<file path="config.mk">
export PLATFORM = sky130hd
export DESIGN_NAME = cbm_fifo
export DESIGN_NICKNAME = d
export VERILOG_FILES = /design/src/rtl/cbm_pkg.sv /design/src/rtl/cbm_fifo.sv
export SDC_FILE = /design/constraint.sdc
export NUM_CORES = 1
export LEC_CHECK = 0
export ABC_CLOCK_PERIOD_IN_PS = 8500
export BUFFER_PORTS_ARGS = -buffer_cell sky130_fd_sc_hd__buf_2
export CAP_MARGIN = 20
export CELL_PAD_IN_SITES_DETAIL_PLACEMENT = 0
export CELL_PAD_IN_SITES_GLOBAL_PLACEMENT = 2
export CORE_ASPECT_RATIO = 0.7
export CORE_UTILIZATION = 49
export DETAILED_ROUTE_END_ITERATION = 8
export PLACE_DENSITY_LB_ADDON = 0.08
export SETUP_SLACK_MARGIN = 0.3
export SLEW_MARGIN = 20
export SYNTH_ARGS = -nofsm -noshare
export SYNTH_HDL_FRONTEND = slang
export SYNTH_SLANG_ARGS = --single-unit
</file>
<file path="constraint.sdc">
create_clock -name clk -period 8.5 [get_ports clk]
set_clock_uncertainty 0.15 [all_clocks]
set_input_delay 0.425 -clock clk [delete_from_list [all_inputs] [get_ports clk]]
set_output_delay 0.425 -clock clk [all_outputs]
set_load 0.05 [all_outputs]
</file>
<file path="src/rtl/cbm_pkg.sv">
// Shared types, constants and bin mapping for the color histogram bin mean block.
package cbm_pkg;

	localparam int BINS_PER_CHANNEL = 4;
	localparam int CUBE_BINS        = BINS_PER_CHANNEL * BINS_PER_CHANNEL * BINS_PER_CHANNEL;
	localparam int BIN_W            = 6;
	localparam int CH_BIN_W         = $clog2(BINS_PER_CHANNEL);
	localparam int COUNT_WIDTH_DEF  = 22;
	localparam int COUNT_OUT_W      = 22;
	localparam int RGB_SUM_W        = 30;
	localparam int LAB_SUM_W        = 34;
	localparam int DIV_W            = 32;
	localparam int DVD_W            = 38;
	localparam int QUO_W            = 17;
	localparam int FIFO_DEPTH       = 4;
	localparam int IN_TDATA_W       = 64;
	localparam int OUT_TDATA_W      = 176;

	localparam logic [9:0]             DARK_INIT     = 10'h3FF;
	localparam logic [COUNT_OUT_W-1:0] COUNT_OUT_MAX = '1;

	typedef struct packed {
		logic [BIN_W-1:0]  bin;
		logic [7:0]        red;
		logic [7:0]        green;
		logic [7:0]        blue;
		logic [10:0]       lab_l;
		logic signed [11:0] lab_a;
		logic signed [11:0] lab_b;
		logic              last;
		logic [23:0]       dark_rgb;
		logic [35:0]       dark_lab;
	} pix_t;

	typedef struct packed {
		logic             start;
		logic [DVD_W-1:0] dividend;
		logic [DIV_W-1:0] divisor;
	} div_req_t;

	typedef struct packed {
		logic             done;
		logic [QUO_W-1:0] quotient;
	} div_rsp_t;

	typedef enum logic [2:0] {
		BK_IDLE,
		BK_UPD,
		BK_EMIT_RD,
		BK_EMIT_LD,
		BK_DIV_GO,
		BK_DIV_WAIT,
		BK_OUT
	} back_state_t;

	typedef enum logic [2:0] {
		CMP_RED,
		CMP_GREEN,
		CMP_BLUE,
		CMP_L,
		CMP_A,
		CMP_B
	} comp_t;

	function automatic logic [CH_BIN_W-1:0] chan_bin(input logic [7:0] v);
		int idx;
		idx = 0;
		for (int i = 0; i < BINS_PER_CHANNEL - 1; i++) begin
			if (int'(v) * BINS_PER_CHANNEL > 255 * (i + 1))
				idx = idx + 1;
		end
		return CH_BIN_W'(idx);
	endfunction

	function automatic logic [BIN_W-1:0] cube_bin(input logic [7:0] r, input logic [7:0] g,
			input logic [7:0] b);
		int idx;
		idx = (int'(chan_bin(r)) * BINS_PER_CHANNEL + int'(chan_bin(g))) * BINS_PER_CHANNEL
			+ int'(chan_bin(b));
		return BIN_W'(idx);
	endfunction

endpackage

</file>
<file path="src/rtl/cbm_fifo.sv">
// Short pixel queue between intake and accumulation.
module cbm_fifo import cbm_pkg::*; (
	input  logic clk,
	input  logic arst_n,
	input  logic push,
	input  pix_t push_data,
	output logic full,
	input  logic pop,
	output pix_t head,
	output logic empty
);

	localparam int PTR_W = $clog2(FIFO_DEPTH);

	pix_t             mem_q [FIFO_DEPTH];
	logic [PTR_W-1:0] wr_ptr_q, rd_ptr_q;
	logic [PTR_W:0]   cnt_q;

	assign full  = cnt_q == (PTR_W+1)'(FIFO_DEPTH);
	assign empty = cnt_q == '0;
	assign head  = mem_q[rd_ptr_q];

	always_ff @(posedge clk) begin
		if (push)
			mem_q[wr_ptr_q] <= push_data;
	end

	always_ff @(posedge clk or negedge arst_n) begin
		if (!arst_n) begin
			wr_ptr_q <= '0;
			rd_ptr_q <= '0;
			cnt_q    <= '0;
		end else begin
			if (push)
				wr_ptr_q <= wr_ptr_q + 1'b1;
			if (pop)
				rd_ptr_q <= rd_ptr_q + 1'b1;
			if (push && !pop)
				cnt_q <= cnt_q + 1'b1;
			else if (pop && !push)
				cnt_q <= cnt_q - 1'b1;
		end
	end

endmodule

</file>
Yosys cells after proc, flatten, opt, wreduce, memory -nomap -nowiden

Memories as Yosys holds them, arrays and structs flattened.
Index checks and enable logic that the tools add are counted.

Register bits after elaboration: 7
Bits in writable memories: 504
Bits of input ports: 130
Word-level logic and storage cells: 19
Memories kept: 1

$add $sub $neg: 4
Eq/ne operators: 1
Multiplexer cells: 4
Reductions and logical operators: 6

Memories:

| name  | words | width | read ports | clocked after Yosys merged registers in | wr ports | RTL line       | RTL |
|---|---|---|---|---|---|---|---|
| mem_q | 4     | 126   | 1          | 0                                       | 1        | cbm_fifo.sv:15 | `pix_t mem_q [FIFO_DEPTH];` |

Operator list:

| operator                                                           | count |
|---|---|
| 3-bit two-way mux                                                  | 2 |
| 2-bit by 1-bit adder with 2-bit output, second input constant      | 2 |
| 3-bit by 1-bit adder with 3-bit output, second input constant      | 1 |
| 3-bit equality test, second input constant                         | 1 |
| 3-bit logical NOT                                                  | 1 |
| 3-bit by 1-bit subtractor with 3-bit output, second input constant | 1 |
| 1-bit logical AND                                                  | 2 |
| 1-bit logical NOT                                                  | 2 |
| 1-bit two-way mux                                                  | 2 |
| 2-bit nonzero test                                                 | 1 |

Depth between registers and ports, before layout

Word-level depth: 4
Depth in mapped cells: 7
Depth with buffers taken out: 7

Worst setup path after synthesis

No wires, ideal clock.

Kind: register to register
Start: reg wr_ptr_q[0]
End: mem mem_q[2][0] (netlist bit) (enable)
Library setup time: 0.500 ns
Data arrival time: 3.508 ns
Data required time: 7.850 ns
Path slack: 4.342 ns
Stages on the path, launching flop included: 4
Buffers on the path: 0
Cells stage by stage: dfrtp_1 -> inv_1 -> ha_1 -> and2_1

RTL lines:

| what                   | RTL line       | RTL |
|---|---|---|
| from (decl)            | cbm_fifo.sv:16 | `logic [PTR_W-1:0] wr_ptr_q, rd_ptr_q;` |
| from (signal assigned) | cbm_fifo.sv:35 | `wr_ptr_q <= wr_ptr_q + 1'b1;` |
| to (decl)              | cbm_fifo.sv:15 |  |

Straight into the memory's write port.

==> qor.txt <==
Die ar.: 38,900 um2
Global route overflow: 0
Skew-Pair Late Insertion Delay: 0.54 ns
P_sw: 3.39 mW
Clock sink count: 511
Vias in the first global route: 9,550
Reg power frac: 39.8%
I/O pin count: 258
Ant diodes: 0
Peak supply drop: 0.277 mV
CP endpoint kind: output port
IO Port Bufs: 257
Syn-to-layout area delta: 23.8%
Average wire per standard cell: 22.4 um
CTS Root Cell: clkbuf_16
Comb pwr share: 37.3%
Maximum number of pins on one net before global-route repair: 84
Sw Ratio: 38.3%
Core area: 37,400 um2
CP Cell Sequence: buf_4 -> mux4_2 -> buf_2
Clock tree buffer depth: 3
RSZ-0062 raised after global routing: no
DR iter-0 viols: 560
Setup Fix Bufs, Post-CTS: 0
Area leader, netlist: edfxtp_1
Layout Cells excl Fill: 1,627
Final min period: 3.85 ns
Worst EP required: 7.93 ns
Max incr delay on CP: 1.11 ns
Max-slew headroom: 28.4%
Cells on worst reg2reg path: 4
Period utilization: 45.3%
CP startpoint kind: flip-flop
Routed vias/inst: 5.35
Die Wd: 235 um
Most frequent cells in the layout: edfxtp_1, buf_2, dlygate4sd3_1, mux4_2, clkbuf_16
Post-Syn Instances: 692
Initial Utilization: 50.0%
Detail Route met3 WL: 2020 um
Worst R2R End: mem_q[0][123]
Critical path type: reg -> out
Finish-stage setup viols: 0
Mean area per synthesized cell: 27.0 um2
Seq/Total Area, Yosys: 82.0%
WL met2: 18,200 um
Vias: 8,704
Synth warn: 0
Maxcap violations: 0
WHS Endpoint: wr_ptr_q[0]
First-pass DRT Iterations: 4
Reg2reg start: wr_ptr_q[0]
Setup TNS: 0 ns
Worst EP arrival: 3.28 ns
Final Hold Vio Count: 0
Synth Register Bits: 511
Antenna-violating nets left: 0
Post-DP HPWL: 21,100 um
Worst-path clk slew: 0.06 ns
Total CTS buffers: 47
Initial antenna violation count: 0
Crit-path max FO: 65
Pint: 5.48 mW
DR top layer: met4
Synth Net Count: 828
Hold Path Class: in -> reg
Distinct cells, synth: 19
Post-synth top area share: 81.0%
Number of nets in the layout: 1,241
Leakage power: 7.95 nW
DRT met1 WL: 15,500 um
First-pass GRT wire length: 55,200 um
Die H: 165 um
Netlist Area Pre-Place: 18,700 um2
Status: complete, no violations
Commonest non-fill, non-tap cell in the layout: edfxtp_1
Total GRT Usage: 19.0%
TritonCTS clock tree: yes
R2R Setup Slk: 5.45 ns
Htree depth: 2
FMAX: 260 MHz
Detailed Route WL: 36,500 um
Clock network power share: 22.9%
DRC viols: 0
Slowest CP cell: dfrtp_4
Final Max Slew Viols: 0
Worst path buffer plus inverter count: 2
GPL Wtd Cong: 0.707
Power Density: 384 nW/um2
Main area contributors after synthesis: edfxtp_1, mux4_2, buf_12, dfrtp_1, buf_2
Worst path top cell family by delay: buffers and inverters
Site Rows: 59
Layout cells sized above 1: 40.2%
Hold Path Stages: 2
Tightest Pin Transition: 1.07 ns
Dpl cells: 1,416
Beginning of the worst hold path: push
## worst max-delay path by stage
stage               cells past startpoint        start  slack [ns]           to
floorplan                               3  wr_ptr_q[0]        4.34  mem_q[2][0]
global placement                        3  rd_ptr_q[1]        5.20    head[118]
detailed placement                      3  rd_ptr_q[1]        5.17    head[118]
CTS                                     3  rd_ptr_q[1]        4.57     head[56]
global route                            3  rd_ptr_q[1]        4.48    head[118]
finish                                  3  rd_ptr_q[1]        4.65     head[56]
## cell usage after synthesis
master	number
edfxtp_1	504
mux4_2	126
buf_2	13
buf_12	10
dfrtp_1	7
ha_1	5
and2_1	4
buf_6	4
inv_1	4
xor2_1	4
nand2_1	2
xnor2_1	2
buf_4	1
fa_1	1
mux2_2	1
nor2_1	1
nor3_1	1
nor3b_1	1
o21ai_0	1
## power by group through the flow
stage                     clock network [mW]  logic, mW  registers, mW
after CTS                               2.08       3.37           3.55
after global routing                    2.18       3.46           3.59
after global placement                     0       3.29           3.57
final                                   2.03       3.31           3.53
after detailed placement                   0       3.31           3.60
after floorplan                            0       2.78           3.47
## metrics by stage
step	power [mW]	util, %	hold slack (ns)	cell area, um2	setup WS, ns
after floorplan	6.24	-	-0.0206	18700	4.34
after global placement	6.85	54.4	0.119	20300	5.20
after detailed placement	6.91	54.5	0.131	20400	5.17
after CTS	9.00	61.9	0.0205	23100	4.57
after global routing	9.23	61.9	0.0492	23100	4.48
final	8.87	61.9	0.0490	23100	4.65
## worst reg2reg max path, stage by stage (launching register included)
cell,delay (ns)
dfrtp_1,0.43
inv_1,0.11
ha_1,0.16
and2_4,0.86
buf_4,0.92
## state kept, by name (all words and copies together), names as in the netlist
| signal | flops |
|---|---|
| wr_ptr_q | 2 |
| rd_ptr_q | 2 |
| mem_q | 504 |
| cnt_q | 3 |
## timing repair
item                                   in CTS  in global routing
resized for setup                           0                  0
endpoints found under the hold margin     512                  0
hold buffers                              128                  0
## final cells by class
cell class	instances	area [um2]
sequential	511	15300
tap	488	611
clock inverter	19	188
inverter	4	15.0
fill	2617	14200
timing repair buffer	392	2660
clock buffer	64	1290
multi-input combinational	149	3050
## per-layer routing
metal | GRT usage, % | vias up
met3 | 4.26 | 55
met1 | 25.9 | 4606
li1 | - | 3815
met4 | 4.93 | 0
met2 | 31.4 | 228
met5 | 0 | -
## cells by family (layout without fill, tap and decap cells)
family	after synthesis	after routing	share of synthesized area, %
flip-flops	511	511	82.0
AO/OA/AOI/OAI	1	1	0.0268
AND/OR/NAND/NOR	9	9	0.261
multiplexers	127	127	15.3
XOR/XNOR	6	6	0.281
buffers and inverters	32	479	1.78
adder cells (fa/ha/maj)	6	6	0.442
(Power assumes the default switching activity.)
