--- config.mk ---
export PLATFORM = sky130hd
export DESIGN_NAME = cbm_div
export DESIGN_NICKNAME = d
export VERILOG_FILES = /design/src/rtl/cbm_pkg.sv /design/src/rtl/cbm_div.sv
export SDC_FILE = /design/constraint.sdc
export NUM_CORES = 1
export LEC_CHECK = 0
export CAP_MARGIN = 20
export CORE_MARGIN = 2
export CORE_UTILIZATION = 51
export CTS_BUF_LIST = sky130_fd_sc_hd__clkbuf_4 sky130_fd_sc_hd__clkbuf_8
export CTS_CLUSTER_DIAMETER = 40
export DETAILED_ROUTE_END_ITERATION = 8
export DONT_BUFFER_PORTS = 1
export GPL_ROUTABILITY_DRIVEN = 1
export HOLD_SLACK_MARGIN = 0.1
export PLACE_DENSITY = 0.66
export SLEW_MARGIN = 40
export SYNTH_ARGS = -nofsm -noshare
export SYNTH_HDL_FRONTEND = slang
export SYNTH_SLANG_ARGS = --single-unit
--- constraint.sdc ---
create_clock -name clk -period 6.77 [get_ports clk]
set_input_delay 1.354 -clock clk [delete_from_list [all_inputs] [get_ports clk]]
set_output_delay 1.354 -clock clk [all_outputs]
set_load 0.01 [all_outputs]
--- src/rtl/cbm_pkg.sv ---
// Shared types, constants and bin mapping for the color histogram bin mean block.
package cbm_pkg;

	localparam int BINS_PER_CHANNEL = 4;
	localparam int CUBE_BINS        = BINS_PER_CHANNEL * BINS_PER_CHANNEL * BINS_PER_CHANNEL;
	localparam int BIN_W            = 6;
	localparam int CH_BIN_W         = $clog2(BINS_PER_CHANNEL);
	localparam int COUNT_WIDTH_DEF  = 22;
	localparam int COUNT_OUT_W      = 22;
	localparam int RGB_SUM_W        = 30;
	localparam int LAB_SUM_W        = 34;
	localparam int DIV_W            = 32;
	localparam int DVD_W            = 38;
	localparam int QUO_W            = 17;
	localparam int FIFO_DEPTH       = 4;
	localparam int IN_TDATA_W       = 64;
	localparam int OUT_TDATA_W      = 176;

	localparam logic [9:0]             DARK_INIT     = 10'h3FF;
	localparam logic [COUNT_OUT_W-1:0] COUNT_OUT_MAX = '1;

	typedef struct packed {
		logic [BIN_W-1:0]  bin;
		logic [7:0]        red;
		logic [7:0]        green;
		logic [7:0]        blue;
		logic [10:0]       lab_l;
		logic signed [11:0] lab_a;
		logic signed [11:0] lab_b;
		logic              last;
		logic [23:0]       dark_rgb;
		logic [35:0]       dark_lab;
	} pix_t;

	typedef struct packed {
		logic             start;
		logic [DVD_W-1:0] dividend;
		logic [DIV_W-1:0] divisor;
	} div_req_t;

	typedef struct packed {
		logic             done;
		logic [QUO_W-1:0] quotient;
	} div_rsp_t;

	typedef enum logic [2:0] {
		BK_IDLE,
		BK_UPD,
		BK_EMIT_RD,
		BK_EMIT_LD,
		BK_DIV_GO,
		BK_DIV_WAIT,
		BK_OUT
	} back_state_t;

	typedef enum logic [2:0] {
		CMP_RED,
		CMP_GREEN,
		CMP_BLUE,
		CMP_L,
		CMP_A,
		CMP_B
	} comp_t;

	function automatic logic [CH_BIN_W-1:0] chan_bin(input logic [7:0] v);
		int idx;
		idx = 0;
		for (int i = 0; i < BINS_PER_CHANNEL - 1; i++) begin
			if (int'(v) * BINS_PER_CHANNEL > 255 * (i + 1))
				idx = idx + 1;
		end
		return CH_BIN_W'(idx);
	endfunction

	function automatic logic [BIN_W-1:0] cube_bin(input logic [7:0] r, input logic [7:0] g,
			input logic [7:0] b);
		int idx;
		idx = (int'(chan_bin(r)) * BINS_PER_CHANNEL + int'(chan_bin(g))) * BINS_PER_CHANNEL
			+ int'(chan_bin(b));
		return BIN_W'(idx);
	endfunction

endpackage

--- src/rtl/cbm_div.sv ---
// Restoring divider, one quotient bit per cycle.
module cbm_div import cbm_pkg::*; (
	input  logic     clk,
	input  logic     arst_n,
	input  div_req_t req,
	output div_rsp_t rsp
);

	localparam int CMP_W  = DIV_W + QUO_W - 1;
	localparam int STEP_W = $clog2(QUO_W);

	logic [CMP_W-1:0]  rem_q, dsh_q;
	logic [QUO_W-1:0]  quo_q;
	logic [STEP_W-1:0] step_q;
	logic              busy_q;
	logic              ge;

	assign ge           = rem_q >= dsh_q;
	assign rsp.done     = busy_q && step_q == STEP_W'(QUO_W - 1);
	assign rsp.quotient = {quo_q[QUO_W-2:0], ge};

	always_ff @(posedge clk) begin
		if (req.start) begin
			rem_q <= CMP_W'(req.dividend);
			dsh_q <= CMP_W'(req.divisor) << (QUO_W - 1);
			quo_q <= '0;
		end else if (busy_q) begin
			if (ge)
				rem_q <= rem_q - dsh_q;
			dsh_q <= dsh_q >> 1;
			quo_q <= {quo_q[QUO_W-2:0], ge};
		end
	end

	always_ff @(posedge clk or negedge arst_n) begin
		if (!arst_n) begin
			busy_q <= 1'b0;
			step_q <= '0;
		end else if (req.start) begin
			busy_q <= 1'b1;
			step_q <= '0;
		end else if (busy_q) begin
			step_q <= step_q + 1'b1;
			if (rsp.done)
				busy_q <= 1'b0;
		end
	end

endmodule

# Word-level counts from Yosys, hierarchy flattened
# Cells that the tools add are included.
[op_classes]
addsub = 2
order_cmp = 1
eq_ne = 1
muxes = 10
n_reduce_logical = 5
[op_table]
columns = ["cell", "count"]
rows = [
  ["2-to-1 mux 38 bit", 3],
  ["2-to-1 mux 48 bit", 2],
  [">= comparator 48 bit", 1],
  ["subtractor 48 bit", 1],
  ["2-to-1 mux 5 bit", 2],
  ["adder 5 x 1 -> 5 bit (second input constant)", 1],
  ["== test 5 bit (second input constant)", 1],
  ["AND reduction 2 bit", 2],
  ["nonzero test 2 bit", 2],
  ["2-to-1 mux 1 bit", 3],
  ["logical AND 1 bit", 1],
]
[totals]
reg_bits = 118
in_bits = 73
output_inout_bits = 18
wordCells = 26

# Logic depth before layout (Yosys ltp)
[logic_depth]
ltp_word = 5
mapped_depth = 13
depth_no_buf = 12

# Worst setup path before layout
# OpenSTA, ideal clock, no wires.
[synth_path]
kind = "register -> output"
startpoint = "reg rem_q[0]"
endpoint = "out rsp[0] in the netlist's numbering"
arrival_ps = 1975
required_time_ps = 5416
setup_slack_ps = 3441
stages_incl_launch_ff = 11
path_buffers = 1
cell_sequence = "edfxtp_1 -> inv_1 -> ha_1 -> fa_1 -> nand2b_1 -> a211oi_4 -> o31ai_4 -> a21boi_1 -> o21ai_1 -> nand2_1 -> buf_4"
[synth_via]
elab_chain_len = 1
[synth_rtl]
columns = ["item", "line", "source"]
rows = [
  ["start: declaration", "cbm_div.sv:12", "logic [CMP_W-1:0] rem_q, dsh_q;"],
  ["start signal: assignment", "cbm_div.sv:24", "rem_q <= CMP_W'(req.dividend);"],
  ["start signal: assignment", "cbm_div.sv:29", "rem_q <= rem_q - dsh_q;"],
  [">= comparator 48 bit", "cbm_div.sv:18", "assign ge = rem_q >= dsh_q;"],
  ["end: declaration", "cbm_div.sv:6", "output div_rsp_t rsp"],
]
# Every way passes these cells.

==> impl_metrics.csv <==
group,metric,value,unit
detailed_routing,vias,6075,
critical_path,max_stage_delay,0.40,ns
layout,multiInputGateArea,4140,µm²
yosys,netlist_area,7680,µm²
yosys,synth_ff_type,"edfxtp_1",
critical_path,crit_path_max_fanout,3,
power,power_density,388,nW/µm²
detailed_routing,final_antenna_net_count,0,
timing,min_period_over_period,58.9,%
clock_network,cts_tree,"yes",
timing,relSlewSlack,55.6,%
clock_network,cts_resized,0,
clock_network,cts_setup_buffers,0,
floorplan,start_util,52.4,%
job,maxCapViolCount,0,
timing,finalCriticalPeriod,3.99,ns
critical_path,crit_family,"compound AO/OA/AOI/OAI gates",
timing,fin_worst_skew,0.0175,ns
clock_network,htree_levels,4,
clock_network,cts.sinks,118,
timing,max_freq,251,MHz
floorplan,die_w,127,µm
global_route,grt_pass1_vias,5991,
layout,fillers,1356,
clock_network,cts_hold_buf,0,
critical_path,rr_startpoint,"rem_q[0]",
layout,diodes,0,
worst_hold_path,min_from,"rem_q[39]",
yosys,yosysTopAreaCell,"edfxtp_1",
status,status,"finished, final reports clean",
layout,syn2layout_area_growth,5.70,%
global_route,antenna_found_initial,0,
floorplan,die-area,16100,µm²
yosys,synth_edf_count,70,
critical_path,worstSetupPathType,"reg2out",
timing,finalSetupTns,0,ns
placed_design,port-buffer-count,0,
critical_path,worstPathRequired,5.42,ns
yosys,syn-num-nets,984,
placed_design,dpl.hpwl,12.5,mm
detailed_routing,first_pass_iters,5,
layout,final_layout_size_suffix_gt1_share,6.72,%
yosys,synth_top_area_share,27.4,%
floorplan,io_pins,91,
global_route,grt_use_total,22.6,%
clock_network,clockRootBuffer,"clkbuf_8",
timing,setup_viol,0,
critical_path,startpoint_type,"flop",
yosys,synth_cells,860,
timing,hold_slack,0.469,ns
yosys,yosysWarningCount,0,
detailed_routing,routed_via_density,5.89,
global_route,grt_start_max_net_pins,182,
critical_path,startpoint,"rem_q[0]",
clock_network,clk_latency,0.46,ns
layout,register_area,3100,µm²
layout,num-nets-final,959,
detailed_routing,drtIter0Drc,460,
timing,rsz0062_at_grt,"false",
yosys,ys_ff_latch,118,
critical_path,crit_path_end_kind,"output port",
yosys,synth.yosys.seq_area_share,40.3,%
worst_hold_path,hold_class,"reg2reg",
clock_network,cts_made_buffers,17,
floorplan,row_count,44,
critical_path,slowest_stage,"fa_1",
detailed_routing,drc_errors,0,
timing,hold_violations,0,
yosys,syn_avg_cell_area,8.93,µm²
clock_network,cts_buffer_depth,2,
clock_network,clk_pin_slew,0.08,ns
critical_path,path_buf_inv,1,
placed_design,finalWeightedCongestion,0.937,
timing,slew_violations,0,
placed_design,place_inst,1000,
yosys,ys_types,67,
global_route,overflow,0,
detailed_routing,drt-total-wl,17.6,mm
power,p_leak,3.46,nW
layout,final_cells,1032,
yosys,synth_async_sr_flop_share,5.08,%
timing,worst_pin_slew,0.665,ns
power,max-vdd-ir-drop,0.183,mV
detailed_routing,wl_per_cell,17.0,µm
global_route,grt_pass1_wl,29.2,mm
floorplan,placeableCoreArea,14600,µm²
critical_path,path_cells,"inv_1 > ha_1 > fa_1 > nand2b_1 > a211oi_4 > o31ai_4 > a21boi_1 > o21ai_1 > nand2_1",
critical_path,worstPathArrival,2.63,ns
floorplan,dieHeight,127,µm
yosys,synth_top_cells_by_area,"edfxtp_1, dfxtp_1, ha_1, nand2_1, mux2i_1",
sequential cells by signal (all words and copies together) (netlist names):
register and cells:
dsh_q 48, quo_q 16, step_q 5, busy_q 1, rem_q 48
cells in the mapped netlist, drive strengths merged (2+ instances only):
| cell | instances |
|---|---|
| o21ai | 67 |
| nand4 | 20 |
| nand2 | 113 |
| o31ai | 39 |
| a211oi | 8 |
| dfrtp | 6 |
| inv | 64 |
| nor2b | 3 |
| dfxtp | 42 |
| edfxtp | 70 |
| nor3 | 12 |
| ha | 50 |
| xnor2 | 24 |
| xor2 | 16 |
| a21o | 18 |
| a221oi | 2 |
| o311ai | 2 |
| a21oi | 57 |
| nand3 | 13 |
| and2 | 3 |
| o2111ai | 5 |
| nor2 | 70 |
| or2 | 4 |
| o21bai | 15 |
| clkbuf | 29 |
| o21ba | 2 |
| nor4 | 3 |
| a22o | 3 |
| or3 | 6 |
| a32o | 2 |
| a31oi | 3 |
| nand2b | 4 |
| mux2 | 2 |
| a21boi | 5 |
| mux2i | 33 |
| and3 | 3 |
| o21a | 10 |
| buf | 18 |
path summary, 6_finish.rpt:
kind	slack, ns	cells after the start	endpoint
worst max-delay path	2.78	9	rsp[0]
min in group asynchronous	0.58	0	step_q[2]
worst min-delay path	0.47	2	rem_q[39]
worst max register to register	3.03	12	rem_q[3]
max in group asynchronous	6.11	0	busy_q
worst min register to register	0.47	2	rem_q[39]
area by class of cell:
cell class | instances | area share [%]
Inverter | 65 | 3.01
Timing Repair Buffer | 3 | 0.277
Clock buffer | 18 | 3.05
Clock inverter | 14 | 1.66
Sequential cell | 118 | 38.2
Multi-Input combinational cell | 630 | 51.0
Tap cell | 184 | 2.84
cell usage in the layout, fill, tap and decap left out, types with 10 or more instances in the layout:
cell,synthesis,routed
o21ai_1,16,16
inv_1,64,64
o21bai_1,15,15
nand3_1,13,13
a21oi_1,53,53
nor3_1,12,12
o31ai_1,38,38
o21ai_0,48,48
xor2_1,16,16
edfxtp_1,70,70
o21a_1,10,10
clkbuf_8,0,18
a21o_1,18,18
xnor2_1,24,24
nand2_1,113,113
nor2_1,70,70
mux2i_1,33,33
nand4_1,20,20
dfxtp_1,42,42
ha_1,50,50
tightest hold or removal path, cell delays in order, from the launching register on:
cell,delay [ns]
dfxtp_1,0.32
nand2_1,0.05
a21oi_1,0.05
stage by stage:
step / setup slack [ns] / total power, mW / cell area, µm² / util, %
floorplan: 3.44 / 2.22 / 7680 / -
global placement: 3.13 / 2.47 / 7730 / 52.8
detailed placement: 3.03 / 2.50 / 7730 / 52.8
CTS: 2.76 / 3.15 / 8120 / 55.4
global route: 2.60 / 3.38 / 8120 / 55.4
finish: 2.78 / 3.15 / 8120 / 55.4
cell families (layout without fill, tap and decap cells):
logic type | Yosys count | count (layout) | synth area share, %
AO/OA/AOI/OAI | 247 | 247 | 21.7
XOR/XNOR | 40 | 40 | 4.56
adder cells (fa/ha/maj) | 51 | 51 | 8.41
buffers and inverters | 112 | 100 | 5.80
flip-flops | 118 | 118 | 40.3
multiplexers | 35 | 35 | 4.60
AND/OR/NAND/NOR | 257 | 257 | 14.7
layer usage:
| metal | routed length [µm] | GRT usage (%) | vias to the layer above |
|---|---|---|---|
| met5 | 0 | 0 | - |
| met4 | 424 | 8.34 | 0 |
| met3 | 770 | 5.27 | 34 |
| met2 | 8190 | 36.4 | 138 |
| met1 | 8190 | 29.8 | 2864 |
| li1 | - | - | 3039 |
power breakdown:
part	switching (mW)	internal, mW	total, mW
clock network	0.329	0.309	0.639
registers	0.0507	0.938	0.988
logic	0.924	0.602	1.53
(Power assumes the default switching activity.)
