==> src/rtl/cbm_pkg.sv <==
// Shared types, constants and bin mapping for the color histogram bin mean block.
package cbm_pkg;

	localparam int BINS_PER_CHANNEL = 4;
	localparam int CUBE_BINS        = BINS_PER_CHANNEL * BINS_PER_CHANNEL * BINS_PER_CHANNEL;
	localparam int BIN_W            = 6;
	localparam int CH_BIN_W         = $clog2(BINS_PER_CHANNEL);
	localparam int COUNT_WIDTH_DEF  = 22;
	localparam int COUNT_OUT_W      = 22;
	localparam int RGB_SUM_W        = 30;
	localparam int LAB_SUM_W        = 34;
	localparam int DIV_W            = 32;
	localparam int DVD_W            = 38;
	localparam int QUO_W            = 17;
	localparam int FIFO_DEPTH       = 4;
	localparam int IN_TDATA_W       = 64;
	localparam int OUT_TDATA_W      = 176;

	localparam logic [9:0]             DARK_INIT     = 10'h3FF;
	localparam logic [COUNT_OUT_W-1:0] COUNT_OUT_MAX = '1;

	typedef struct packed {
		logic [BIN_W-1:0]  bin;
		logic [7:0]        red;
		logic [7:0]        green;
		logic [7:0]        blue;
		logic [10:0]       lab_l;
		logic signed [11:0] lab_a;
		logic signed [11:0] lab_b;
		logic              last;
		logic [23:0]       dark_rgb;
		logic [35:0]       dark_lab;
	} pix_t;

	typedef struct packed {
		logic             start;
		logic [DVD_W-1:0] dividend;
		logic [DIV_W-1:0] divisor;
	} div_req_t;

	typedef struct packed {
		logic             done;
		logic [QUO_W-1:0] quotient;
	} div_rsp_t;

	typedef enum logic [2:0] {
		BK_IDLE,
		BK_UPD,
		BK_EMIT_RD,
		BK_EMIT_LD,
		BK_DIV_GO,
		BK_DIV_WAIT,
		BK_OUT
	} back_state_t;

	typedef enum logic [2:0] {
		CMP_RED,
		CMP_GREEN,
		CMP_BLUE,
		CMP_L,
		CMP_A,
		CMP_B
	} comp_t;

	function automatic logic [CH_BIN_W-1:0] chan_bin(input logic [7:0] v);
		int idx;
		idx = 0;
		for (int i = 0; i < BINS_PER_CHANNEL - 1; i++) begin
			if (int'(v) * BINS_PER_CHANNEL > 255 * (i + 1))
				idx = idx + 1;
		end
		return CH_BIN_W'(idx);
	endfunction

	function automatic logic [BIN_W-1:0] cube_bin(input logic [7:0] r, input logic [7:0] g,
			input logic [7:0] b);
		int idx;
		idx = (int'(chan_bin(r)) * BINS_PER_CHANNEL + int'(chan_bin(g))) * BINS_PER_CHANNEL
			+ int'(chan_bin(b));
		return BIN_W'(idx);
	endfunction

endpackage

==> src/rtl/cbm_front.sv <==
// Pixel intake: bin classification and darkest pixel tracking.
module cbm_front import cbm_pkg::*; (
	input  logic                  clk,
	input  logic                  arst_n,
	input  logic [IN_TDATA_W-1:0] s_tdata,
	input  logic                  s_tvalid,
	input  logic                  s_tlast,
	output logic                  s_tready,
	output logic                  push,
	output pix_t                  push_data,
	input  logic                  full
);

	logic [9:0]  dark_sum_q;
	logic [23:0] dark_rgb_q;
	logic [35:0] dark_lab_q;
	logic [7:0]  red, green, blue;
	logic [10:0] lab_l;
	logic [11:0] lab_a, lab_b;
	logic [9:0]  sum;
	logic        darker;
	logic [23:0] px_rgb;
	logic [35:0] px_lab;

	assign s_tready = !full;
	assign push     = s_tvalid && !full;

	assign red    = s_tdata[7:0];
	assign green  = s_tdata[15:8];
	assign blue   = s_tdata[23:16];
	assign lab_l  = s_tdata[34:24];
	assign lab_a  = s_tdata[46:35];
	assign lab_b  = s_tdata[58:47];
	assign sum    = 10'(red) + 10'(green) + 10'(blue);
	assign darker = sum < dark_sum_q;
	assign px_rgb = {red, green, blue};
	assign px_lab = {1'b0, lab_l, lab_a, lab_b};

	always_comb begin
		push_data.bin      = cube_bin(red, green, blue);
		push_data.red      = red;
		push_data.green    = green;
		push_data.blue     = blue;
		push_data.lab_l    = lab_l;
		push_data.lab_a    = $signed(lab_a);
		push_data.lab_b    = $signed(lab_b);
		push_data.last     = s_tlast;
		push_data.dark_rgb = darker ? px_rgb : dark_rgb_q;
		push_data.dark_lab = darker ? px_lab : dark_lab_q;
	end

	always_ff @(posedge clk or negedge arst_n) begin
		if (!arst_n) begin
			dark_sum_q <= DARK_INIT;
			dark_rgb_q <= '0;
			dark_lab_q <= '0;
		end else if (push) begin
			if (s_tlast) begin
				dark_sum_q <= DARK_INIT;
				dark_rgb_q <= '0;
				dark_lab_q <= '0;
			end else if (darker) begin
				dark_sum_q <= sum;
				dark_rgb_q <= px_rgb;
				dark_lab_q <= px_lab;
			end
		end
	end

endmodule

==> config.mk <==
export PLATFORM = sky130hd
export DESIGN_NAME = cbm_front
export DESIGN_NICKNAME = d
export VERILOG_FILES = /design/src/rtl/cbm_pkg.sv /design/src/rtl/cbm_front.sv
export SDC_FILE = /design/constraint.sdc
export NUM_CORES = 1
export LEC_CHECK = 0
export BUFFER_PORTS_ARGS = -buffer_cell sky130_fd_sc_hd__buf_4
export CORE_MARGIN = 5
export CORE_UTILIZATION = 51
export CTS_CLUSTER_DIAMETER = 50
export DETAILED_ROUTE_END_ITERATION = 7
export GPL_TIMING_DRIVEN = 0
export HOLD_SLACK_MARGIN = 0.06
export PLACE_DENSITY_LB_ADDON = 0.15
export SKIP_CTS_REPAIR_TIMING = 1
export SLEW_MARGIN = 20
export SYNTH_ARGS = -nofsm -noshare
export SYNTH_HDL_FRONTEND = slang
export SYNTH_SLANG_ARGS = --single-unit
==> constraint.sdc <==
create_clock -name clk -period 6.5 [get_ports clk]
set_clock_uncertainty 0.05 [all_clocks]
set_input_delay 1.3 -clock clk [delete_from_list [all_inputs] [get_ports clk]]
set_output_delay 1.3 -clock clk [all_outputs]
set_load 0.01 [all_outputs]
* After elaboration in Yosys (flattened, before gate mapping) *
Cells that the tools add are included.
W data, S select, Z words.

cells by class
  add/sub/neg operators = 10
  magnitude comparators = 10
  multiplexer cells = 15
  reductions and logical operators = 4

operators by type and width
  cell                    number
  $mux W36                2
  $mux W24                2
  $gt A10 B10 Y1 const B  3
  $gt A10 B8 Y1 const B   3
  $gt A10 B9 Y1 const B   3
  $mux W10                2
  $mux W2                 6
  $add A9 B8 Y10          1
  $lt A10 B10 Y1          1
  $add A8 B8 Y9           1
  $add A1 B1 Y2 const B   3
  $add A2 B2 Y2 const B   3
  $add A6 B2 Y6           1
  $add A4 B2 Y4           1
  $mux W1                 3
  $reduce_and A2 Y1       1
  $reduce_bool A2 Y1      1
  $logic_and A1 B1 Y1     1
  $logic_not A1 Y1        1

word-level totals
  register bits after elaboration = 70
  bits of input ports = 69
  output and inout port bits = 128
  word-level logic and storage cells = 42

* Longest topological paths before layout *
Gate-level depths: netlist (run 1).

  depth after elaboration = 8
  mapped depth = 18
  gate-level depth less buffers = 15

* Worst setup path after synthesis (run 1) *
OpenSTA, ideal clock, no wires.

  path kind = input-to-output
  start = in s_tdata[1]
  end = out push_data[28] (netlist bit)
  arrival = 4808 ps
  data required time = 5150 ps
  setup slack = 342 ps
  cell stages on the path = 16
  buffers on the path = 3
  cell sequence = inv_1 fa_1 inv_1 ha_1 fa_1 a211oi_1 o21bai_1 o311a_1 ha_1 nand4_2 a211oi_2 nor3_2 buf_6 buf_6 buf_6 o21ai_0

RTL lines
  element             line             text
  start: declaration  cbm_front.sv:5   input logic [IN_TDATA_W-1:0] s_tdata,
  end: declaration    cbm_front.sv:10  output pix_t push_data,

==> results of run 1 <==
cells by family (layout without fill, tap and decap cells):
kind of cell	Yosys count	count (layout)	synth area share, %
DFF	70	70	33.1
muxes	57	57	12.1
buffers and inverters	133	357	14.4
AOI/OAI and AO/OA	164	164	21.7
adders and majority gates	25	25	7.14
and+or+nand+nor	139	139	10.6
xor gates and xnor gates	6	6	0.987
placed cells by master, fill, tap and decap left out, types with 7 or more instances in the layout:
cell and instances:
buf_6 17, o311ai_0 10, a31o_2 46, dfrtp_1 60, mux2_2 55, o31ai_1 8
fa_1 7, a21oi_1 13, nand2_1 123, buf_4 250, o21ai_0 57, clkbuf_1 37
dfstp_2 10, inv_1 21, ha_1 11, clkbuf_8 10, nor2_1 9
synth_stat cells:
| library cell | n |
|---|---|
| dfstp_2 | 10 |
| o31a_1 | 2 |
| fa_1 | 9 |
| nand2_1 | 123 |
| o2bb2ai_1 | 1 |
| a21bo_1 | 1 |
| o211ai_1 | 1 |
| ha_1 | 16 |
| nor4_4 | 1 |
| and2_1 | 1 |
| o21bai_1 | 1 |
| a31o_1 | 6 |
| o21ai_0 | 58 |
| o31ai_1 | 9 |
| a21o_1 | 2 |
| buf_2 | 8 |
| dfrtp_1 | 60 |
| xor2_1 | 3 |
| nor2_1 | 9 |
| a31oi_1 | 1 |
| nor3_2 | 1 |
| buf_6 | 4 |
| clkbuf_1 | 36 |
| a211oi_4 | 1 |
| mux2_2 | 57 |
| nand3_1 | 1 |
| inv_1 | 25 |
| nand4_2 | 1 |
| o311ai_0 | 10 |
| xnor2_1 | 3 |
| o22ai_1 | 2 |
| a211oi_2 | 1 |
| a31o_2 | 46 |
| o21ai_1 | 1 |
| a41oi_2 | 1 |
| a211oi_1 | 2 |
| nand2b_1 | 1 |
| a2bb2oi_1 | 2 |
| a21oi_1 | 15 |
| nor2b_1 | 1 |
| buf_4 | 60 |
| o311a_1 | 1 |
worst reg2reg max path: cells and delay by family (launching register included):
| kind | cells | cell delay, ns |
|---|---|---|
| AOI/OAI and AO/OA | 4 | 0.81 |
| buffers and inverters | 5 | 0.77 |
| DFF | 1 | 0.54 |
| adders and majority gates | 1 | 0.33 |
| and+or+nand+nor | 1 | 0.22 |
through the flow:
step,TNS [ns],instance area [sq um]
floorplan,0,5320
global placement,-16.58,6920
detailed placement,-16.78,6920
CTS,-17.82,7090
global route,-2.22,7560
finish,0,7560
layout make-up:
type / instances / share of cell area [%]
inverter: 25 / 1.31
clock inverter: 5 / 0.331
sequential: 70 / 23.3
tap: 136 / 2.25
buffer: 108 / 9.63
multi-input combinational: 391 / 38.8
clock buffer: 11 / 1.87
timing repair buffer: 208 / 22.5
state kept, by name, indices dropped and copies added, names as in the netlist:
signal	count
dark_rgb_q	24
dark_lab_q	36
dark_sum_q	10
path summary, 6_finish.rpt:
| path | end | cells after the start |
|---|---|---|
| worst max-delay path | push_data[51] | 18 |
| worst min-delay path | dark_lab_q[35] | 1 |
| worst max register to register | dark_rgb_q[19] | 11 |
| worst min register to register | dark_lab_q[35] | 1 |
| max in group asynchronous | dark_lab_q[31] | 1 |
| min in group asynchronous | dark_lab_q[35] | 1 |
per-layer routing:
metal / global-route usage, % / up-vias / wire, microns
li1: - / 2451 / -
met1: 31.0 / 2537 / 6490
met2: 42.1 / 221 / 8200
met3: 5.07 / 17 / 1250
met4: 6.97 / 0 / 184
met5: 0 / - / 0
where the power goes:
group          leakage, nW  total [W]  switching, W  internal, W
combinational         2.66    0.00172      0.000790     0.000927
sequential           0.887   0.000770      0.000132     0.000638
clock               0.0926   0.000319      0.000173     0.000146
total                 3.64    0.00281       0.00109      0.00171
==> metrics.txt, run 1 <==
multi-input logic area 2930 sq um; clock buffer count from CTS 9; reg2reg start dark_sum_q[4]; Synth warnings 0; Worst setup SP type input pin; GRT overflow 0; RSZ-0062 raised after global routing yes; Synth Register Bits 70; synthesized instance count 594; Reg area 1760 sq um; layout net count 907; post-synth top area share 28.2%; Max-slew headroom 39.0%; Core Area 10200 sq um; leak pwr 3.64 nW; final hold vios 0; Top delay family on crit path adder cells; Util after Layout 73.9%; Yosys top cell by area dfrtp_1; Syn Area/Cell 8.96 sq um; Max Slew Vio Count 0; routed vias/inst 5.48; Total Power 0.00281 W; First DRT Iteration DRCs 334; clock transition at the registers of the reported paths 0.07 ns; gr usage total 24.4%; Tcrit/Tclk final 99.2%; WP data required 5.15 ns; critical path's slowest cell fa_1; clk buf depth 2; Die H 112 microns; Residual DRC 0; ant diodes 0; Initial Utilization 52.0%; Final HPWL DP 11700 microns; root buf cell clkbuf_8; status completed; HP Start dark_lab_q[35]; IO Port Bufs 190; largest net degree at the start of global routing 71; critical path's largest stage delay 0.55 ns; first-pass GRT wire length 25500 microns; WL final 16100 microns; share of layout cells above drive strength 1 52.8%; R2R Setup Slk 3.67 ns; crit end category output pin; CP Class in -> out; final worst slack 0.0552 ns; Min Clock Period, post-route 6.44 ns; final hold slack 0.446 ns; GP Congestion 0.847; pre-CTS setup slack -0.329 ns; I/O pin total 197; CP startpoint s_tdata[17]; Max FO, Critical Path 7; Seq/Total Area, Yosys 33.1%; CP arrival 5.09 ns; P per Cell Area 371 nW/um^2; non-filler instance count after layout 954; crit-path cells buf_8 -> inv_4 -> fa_1 -> inv_2 -> ha_4 -> fa_2 -> a211oi_2 -> o21bai_1 -> o311a_1 -> ha_4 -> nand4_4 -> a211oi_4 -> nor3_4 -> buf_6 -> buf_12 -> clkbuf_16 -> mux2_4 -> buf_6; peak supply drop 0.205 mV; worst skew pair latency 0.35 ns; Die ar. 12600 sq um; Synth area leaders dfrtp_1 (28%), mux2_2 (12%), nand2_1 (8.7%); syn_nets 688; FMAX 155 MHz; FP Rows 37; count of different cell masters after synthesis 42; DR vias 5226; Area growth syn-to-layout 42.0%; CTS tree done; initial antenna violation count 0; H-tree depth 3; 1st-pass router iterations 5; Routed wire per std cell 16.9 microns; hold crit path type reg -> reg; MaxCap Viol Count 0; Antenna Violating Nets Remaining 0; Die Span X 112 microns; WP buf/inv 7; mapped cell area 5320 sq um; Fillers 766; placed cells 920; final setup vio count 0; worst-margin pin slew 0.915 ns; vias in the first global route 5204; clock sink total 70
Power figures use the tool's default switching activity.
==> inputs of run 2 (changes only) <==
REMOVE_ABC_BUFFERS = 1   (was unset)
==> metrics.txt, run 2 (same netlist as run 1, synthesis figures left out) <==
status completed; combinational power share 61.2% (about the same); final hold vios 0 (unchanged); Max-slew headroom 37.3% (-1.7 points); Final HPWL DP 9530 microns (-19%); share of power burned in registers 25.1% (-2.3 points); Worst setup SP type input pin; Clk pwr share 13.7% (+2.3 points); Endpoint, Worst Hold dark_lab_q[35]; P per Cell Area 416 nW/um^2 (+12%); share of layout cells above drive strength 1 52.5% (-0.30 points); first-pass GRT wire length 22200 microns (-13%); Max Slew Vio Count 0 (unchanged); FP Rows 37 (unchanged); GR Util met1 26.9% (-4.0 points); Die Span X 112 microns (unchanged); routed vias/inst 5.57 (+1.7%); Core Area 10200 sq um (unchanged); GRT overflow 0 (unchanged); CP arrival 5.09 ns (about the same); ant diodes 0 (unchanged); clock sink total 70 (unchanged); CTS tree done; Max FO, Critical Path 5 (-2); sw frac 36.5% (-2.5 points); worst-margin pin slew 0.941 ns (+0.0261 ns); reg2reg start dark_sum_q[4]; I/O pin total 197 (unchanged); Residual DRC 0 (unchanged); FMAX 155 MHz (about the same); Net Sw Power 0.00111 W (+1.6%); clock buffer count from CTS 9 (unchanged); internal power 0.00194 W (+13%); MaxCap Viol Count 0 (unchanged); leak pwr 3.51 nW (-3.6%); WP data required 5.15 ns (about the same); worst hold path depth 1 (unchanged); GP Congestion 0.728 (-14%); WL final 14900 microns (-7.7%); Tcrit/Tclk final 99.1% (about the same); critical path's largest stage delay 0.53 ns (-0.02 ns); crit-path cells buf_4 -> inv_1 -> fa_1 -> inv_2 -> ha_4 -> fa_2 -> a211oi_2 -> o21bai_2 -> o311a_1 -> ha_4 -> nand4_4 -> a211oi_4 -> nor3_4 -> buf_12 -> buf_16 -> clkbuf_16 -> mux2_2 -> buf_4; Initial Utilization 52.0% (unchanged); gr busiest metal met2; Total Power 0.00305 W (+8.6%); final setup vio count 0 (unchanged); Routed wire per std cell 17.0 microns (+0.84%); IO Port Bufs 191 (+0.53%); hold crit path type reg -> reg; HP Start dark_lab_q[35]; First DRT Iteration DRCs 194 (-42%); 1st-pass router iterations 5 (unchanged); Min Clock Period, post-route 6.44 ns (-0.00345 ns); final worst slack 0.0586 ns (+0.00345 ns); Die H 112 microns (unchanged); largest net degree at the start of global routing 84 (+18%); commonest non-fill, non-tap cell in the layout buf_4; most frequent cells in the layout buf_4 (203), nand2_1 (122), dfrtp_1 (60); R2R Setup Slk 3.69 ns (+0.02 ns); WP buf/inv 7 (unchanged); Top delay family on crit path adder cells; Setup TNS 0 ns (unchanged); crit end category output pin; clock transition at the registers of the reported paths 0.08 ns (about the same); number of flip-flops under the largest register name 36 (unchanged); DR vias 4862 (-7.0%); CP Class in -> out; root buf cell clkbuf_8; H-tree depth 3 (unchanged); Largest Register dark_lab_q; Antenna Violating Nets Remaining 0 (unchanged); clk buf depth 2 (unchanged); Die ar. 12600 sq um (unchanged); worst skew pair latency 0.34 ns (about the same); met3 GRT Util 4.53% (-0.54 points); reg2reg end dark_rgb_q[8]; leading registers by flop count dark_lab_q x36, dark_rgb_q x24, dark_sum_q x10; critical path's slowest cell fa_1; Worst Reg-to-Reg Cells 10 (-1); pre-CTS setup slack -0.860 ns (-0.531 ns); initial antenna violation count 0 (unchanged); met2 usage 35.3% (-6.8 points); layout net count 826 (-8.9%); Area growth syn-to-layout 37.8%; peak supply drop 0.227 mV (+11%); gr usage total 20.9% (-3.5 points); vias in the first global route 4580 (-12%)
[run 2: changes by cell type in the layout (fill, tap and decap cells not counted), moves of 2 or more]
cell,delta
buf_2,-2
ha_1,+2
clkbuf_16,+5
buf_16,+3
buf_12,+7
buf_4,-47
ha_4,-2
clkbuf_1,-36
clkinv_2,-4
buf_8,-5
clkbuf_8,+2
bufinv_16,+2
buf_6,-6
[run 2: power groups by stage]
| stage | combinational [W] | sequential, W | clock [W] |
|---|---|---|---|
| 3_5_place_dp | 0.00141 | 0.000770 | 0 |
| 3_3_place_gp | 0.00134 | 0.000755 | 0 |
| 4_1_cts | 0.00142 | 0.000761 | 0.000430 |
| 2_1_floorplan | 0.000877 | 0.000737 | 0 |
| 6_report | 0.00186 | 0.000765 | 0.000419 |
| 5_1_grt | 0.00201 | 0.000791 | 0.000447 |
[run 2: worst max-delay path by stage]
stage               endpoint  cells past startpoint        from
5_1_grt        push_data[15]                     17  s_tdata[2]
2_1_floorplan  push_data[28]                     13  s_tdata[1]
4_1_cts        push_data[21]                     18  s_tdata[1]
6_report       push_data[15]                     18  s_tdata[9]
3_3_place_gp   push_data[20]                     15  s_tdata[1]
3_5_place_dp   push_data[21]                     18  s_tdata[1]
[run 2: metal layers]
metal,up-vias,part of all wire (%),wire length (microns)
met5,-,0,0
met4,0,1.7,257
met3,24,7.0,1050
met2,189,50,7450
met1,2356,41,6120
li1,2293,-,-
[run 2: area by class of cell]
class | instances | area (sq um)
Clock buffer | 13 | 169
Inverter | 25 | 98.8
Timing Repair Buffer | 235 | 2140
Fill cell | 740 | 2900
Multi-Input combinational cell | 391 | 2930
Clock inverter | 3 | 65.1
Sequential cell | 70 | 1760
Tap cell | 136 | 170
[run 2: through the flow]
step | hold WS, ns | cell area (sq um) | utilization (%) | std cells
detailed placement | 0.431 | 6470 | 63.3 | 826
global route | 0.503 | 7340 | 71.7 | 873
floorplan | 0.395 | 4650 | - | 486
CTS | 0.455 | 6710 | 65.5 | 842
finish | 0.451 | 7340 | 71.7 | 873
global placement | 0.417 | 6260 | 61.2 | 813
